### src/hdl/lc3ic_ram.sv
// Generic single-clock RAM: one write port, one read port, registered read data.
// No dependencies.
module lc3ic_ram #(
  parameter int WIDTH = 16,
  parameter int DEPTH = 8
) (
  input  logic                     clk,
  input  logic                     we,
  input  logic [$clog2(DEPTH)-1:0] waddr,
  input  logic [WIDTH-1:0]         wdata,
  input  logic [$clog2(DEPTH)-1:0] raddr,
  output logic [WIDTH-1:0]         rdata
);

  logic [WIDTH-1:0] mem [DEPTH];

  always_ff @(posedge clk) begin
    if (we) begin
      mem[waddr] <= wdata;
    end
    rdata <= mem[raddr];
  end

endmodule

### config.mk
export PLATFORM = sky130hd
export DESIGN_NAME = lc3ic_ram
export DESIGN_NICKNAME = d
export VERILOG_FILES = /design/src/hdl/lc3ic_ram.sv
export SDC_FILE = /design/constraint.sdc
export NUM_CORES = 1
export LEC_CHECK = 0
export ABC_AREA = 1
export BUFFER_PORTS_ARGS = -buffer_cell sky130_fd_sc_hd__clkbuf_2
export CAP_MARGIN = 20
export CORE_ASPECT_RATIO = 0.6
export CORE_UTILIZATION = 51
export CTS_CLUSTER_SIZE = 12
export DETAILED_ROUTE_END_ITERATION = 10
export HOLD_SLACK_MARGIN = 0.06
export PLACE_DENSITY = 0.77
export SLEW_MARGIN = 25
export SYNTH_ARGS = -nofsm -noshare
export SYNTH_HDL_FRONTEND = slang
export SYNTH_SLANG_ARGS = --single-unit
### constraint.sdc
create_clock -name clk -period 2.3 [get_ports clk]
set_clock_uncertainty 0.15 [all_clocks]
set_input_delay 0.345 -clock clk [delete_from_list [all_inputs] [get_ports clk]]
set_output_delay 0.345 -clock clk [all_outputs]
set_load 0.05 [all_outputs]
* Yosys cells after proc, flatten, opt, wreduce, memory -nomap -nowiden
Memory sizes are Yosys's and may differ from the RTL's. A register that Yosys moved wholly into a read port is not among the register bits.
Index checks and enable logic that the tools add are counted.
** Cells by class
- Multiplexer cells :: 2
** Operators by type and width (count)
- 2-to-1 mux 1 bit :: 2
** Storage, ports and cells
- RAM bits :: 128
- Memories :: 1
- Logic and storage cells :: 3
- Bits of input ports :: 24
- Output and inout port bits :: 16
- Register bits :: 0
** Memories
- mem :: words 8, width 16, read ports 1, clocked after memory_dff 1, wr ports 1, RTL line 15 : logic [WIDTH-1:0] mem [DEPTH];

* Logic depth before layout (Yosys ltp)
- Depth after elaboration :: 2
- Depth in mapped cells :: 7
- Depth with buffers taken out :: 6

* Least setup slack after synthesis
Ideal clock, no wire load.
- Kind :: input port to flip-flop
- Start :: input port waddr[0]
- End :: memory mem[0][0], enable pin
- Setup time :: 0.388 ns
- Stages :: 3
- Arrival time :: 1.180 ns
- Path buffers :: 0
- Path slack :: 0.581 ns
- Cell sequence :: inv_1 -> nand2_1 -> nor2_1
** RTL lines
- start: declaration :: RTL line 9 : input logic [$clog2(DEPTH)-1:0] waddr,
- end: declaration :: RTL line 15
Straight into the memory's write port.

* Worst setup path after layout
- Start :: register rdata[3] (read register of mem)
- End :: output port rdata[3]
** RTL lines
- start: declaration :: RTL line 12 : output logic [WIDTH-1:0] rdata
No word-level cell between the ends.

==> out/metrics.cfg <==
[power]
p_int_mw = 4.786
leakage_nw = 3.306
peakVddDrop_mv = 0.6178
p_comb_share_pct = 7.7
clockPowerShare_pct = 44.3
p_sw_mw = 1.424
p_sw_share_pct = 22.94
seqPwrFrac_pct = 48.0
total_power_mw = 6.210
p_per_area_nw_per_um2 = 879.1

[sta]
rsz0062_at_grt = false
fmaxAchievable_ghz = 0.6374
finalSetupTns_ns = 0
drv_slew = 0
timing.slew.headroom_pct = 57.53
post-route-period-util_pct = 68.21
worstMarginPinSlew_ns = 0.6363
hold_violations = 0
finalCriticalPeriod_ns = 1.569
whs_ns = 0.07697
final-setup-viol-count = 0

[finish]
multi_input_comb_area_um2 = 1154
drive_gt1_share_pct = 13.14
stdcell_area_um2 = 7064
n_antenna_cell = 0
final_nets = 673
regArea_um2 = 4164
area_growth_pct = 17.94
fin_util_pct = 62.11
nFillCells = 880

[clock_tree]
cts_tree = built
cts_setup_buffers = 0
root_buffer = clkbuf_16
ctsHoldBuffers = 10
clk_path_buf_depth = 2
cts_num_sinks = 144
clock_latency_ns = 0.42
clk_pin_slew_worst_paths_ns = 0.06
cts_resized = 0
ctsHtreeMaxLevel = 4
cts_buffers = 17

[setup_path]
reg2reg_slack_ns = 1.18
crit_fanout = 1
path_cells = clkbuf_2
endpoint_kind = output pin
cpLargestDelayFamily = flip-flops
cp-start-kind = flop
worstPathRequired_ns = 1.80
crit_buf_inv = 1
cp.arrival_ns = 1.07
slowest_stage = dfxtp_1
max_stage_delay_ns = 0.36
crit_type = reg -> out

[synthesis]
ys.flop_type = edfxtp_1
yosys_warnings = 0
yosysMostFrequentCell = nand2_1
syn_avg_cell_area_um2 = 10.20
yosysSeqAreaShare_pct = 69.52
yosysTopAreaCell = edfxtp_1
yosysUniqueCellTypes = 10
netlist.area_leader.share_pct = 64.17
syn_nets = 611
async_flop_share_pct = 0
netlist_area_um2 = 5989
ys_seq_elements = 144
syn_inst = 587
synth-edff-count = 128
synthTopCellsByArea = edfxtp_1, nand2_1, inv_1
ys_top_cells_by_count = nand2_1, inv_1, edfxtp_1, nand3_1, dfxtp_1

[place]
dp_hpwl_um = 7127
numPortBuffers = 39
gp_congestion = 0.7660
placed_area_um2 = 6369

[global_route]
antenna_found_initial = 0
track_usage_pct = 22.07
grt_pass1_vias = 3836
grt_first_pass_wirelength_um = 19270
grt_max_degree = 65
gr-total-overflow = 0

[die]
rows = 30
io_pins = 40
die-area_um2 = 12200
start_util_pct = 52.66
die_y_um = 85.95
core_um2 = 11370
die_x_um = 141.9

[hold_path]
worst_hold_path_type = in -> reg

[route]
dr.first_iter.drc_count = 320
detail-route-antenna-nets = 0
routed_wl_um = 12120
routed_via_density = 4.897
num_vias = 4025
drcViolationCount = 0
routedWlPerCell_um = 14.75
first_pass_iters = 5

[status]
status = complete, no violations

[job]
cap_viol_max_count = 0

state kept, by name (all words and copies together) (netlist names):
name / flops
mem: 128
rdata: 16
per-layer routing:
metal,GRT usage [%],wire length (um),vias up
met1,29.10,5443,1884
li1,-,-,1941
met2,34.84,5554,172
met3,5.751,885,28
met5,0,0,-
met4,9.971,239,0
power by group through the flow:
stage | sequential, mW | clock [mW] | combinational [mW]
after global placement | 3.04 | 0 | 0.447
after floorplan | 3.14 | 0 | 0.218
final | 2.98 | 2.75 | 0.477
after global routing | 2.99 | 2.88 | 0.526
after detailed placement | 3.04 | 0 | 0.460
after CTS | 2.98 | 2.77 | 0.478
through the flow:
| step | std cells | worst slack, ns |
|---|---|---|
| 2_1_floorplan | 587 | 0.5815 |
| 3_3_place_gp | 780 | 0.6945 |
| 3_5_place_dp | 780 | 0.6251 |
| 4_1_cts | 822 | 0.7238 |
| 5_1_grt | 822 | 0.6887 |
| 6_report | 822 | 0.7312 |
layout make-up:
| cell class | count | share of cell area (%) |
|---|---|---|
| timing repair buffer | 66 | 6.341 |
| clock inverter | 14 | 2.356 |
| multi-input combinational | 286 | 16.33 |
| sequential | 144 | 58.94 |
| tap | 160 | 2.834 |
| inverter | 134 | 7.120 |
| clock buffer | 18 | 6.075 |
cell usage in the layout (no fill, tap or decap):
cell           synthesis  final
clkinv_1               0      1
nand2_1              214    214
clkinv_4               0      3
inv_2                  1      1
buf_4                  4     15
dlygate4sd3_1          0     10
clkbuf_1               0      1
dfxtp_1               16     16
buf_12                 0      2
bufinv_16              0      3
nand3_1               64     64
edfxtp_1             128    128
clkinvlp_4             0      3
clkbuf_16              0     17
inv_6                  0      1
clkbuf_2               0     39
inv_1                133    133
nor2_1                 8      8
clkinv_2               0      3
worst paths after layout:
| path | startpoint | endpoint | cells past startpoint |
|---|---|---|---|
| max reg2reg | mem[5][8]$_DFFE_PP_ | rdata[8]$_DFF_P_ | 6 |
| max | rdata[3]$_DFF_P_ | rdata[3] | 1 |
| min reg2reg | mem[0][10]$_DFFE_PP_ | rdata[10]$_DFF_P_ | 6 |
| min | wdata[4] | mem[3][4]$_DFFE_PP_ | 1 |
cell families (layout without fill, tap and decap cells):
family,count (synthesis),in the layout,share of synthesized area (%)
simple gates,286,286,19.26
buf+inv,157,232,11.22
flops,144,144,69.52
No activity file was read; power rests on OpenSTA's default activity.
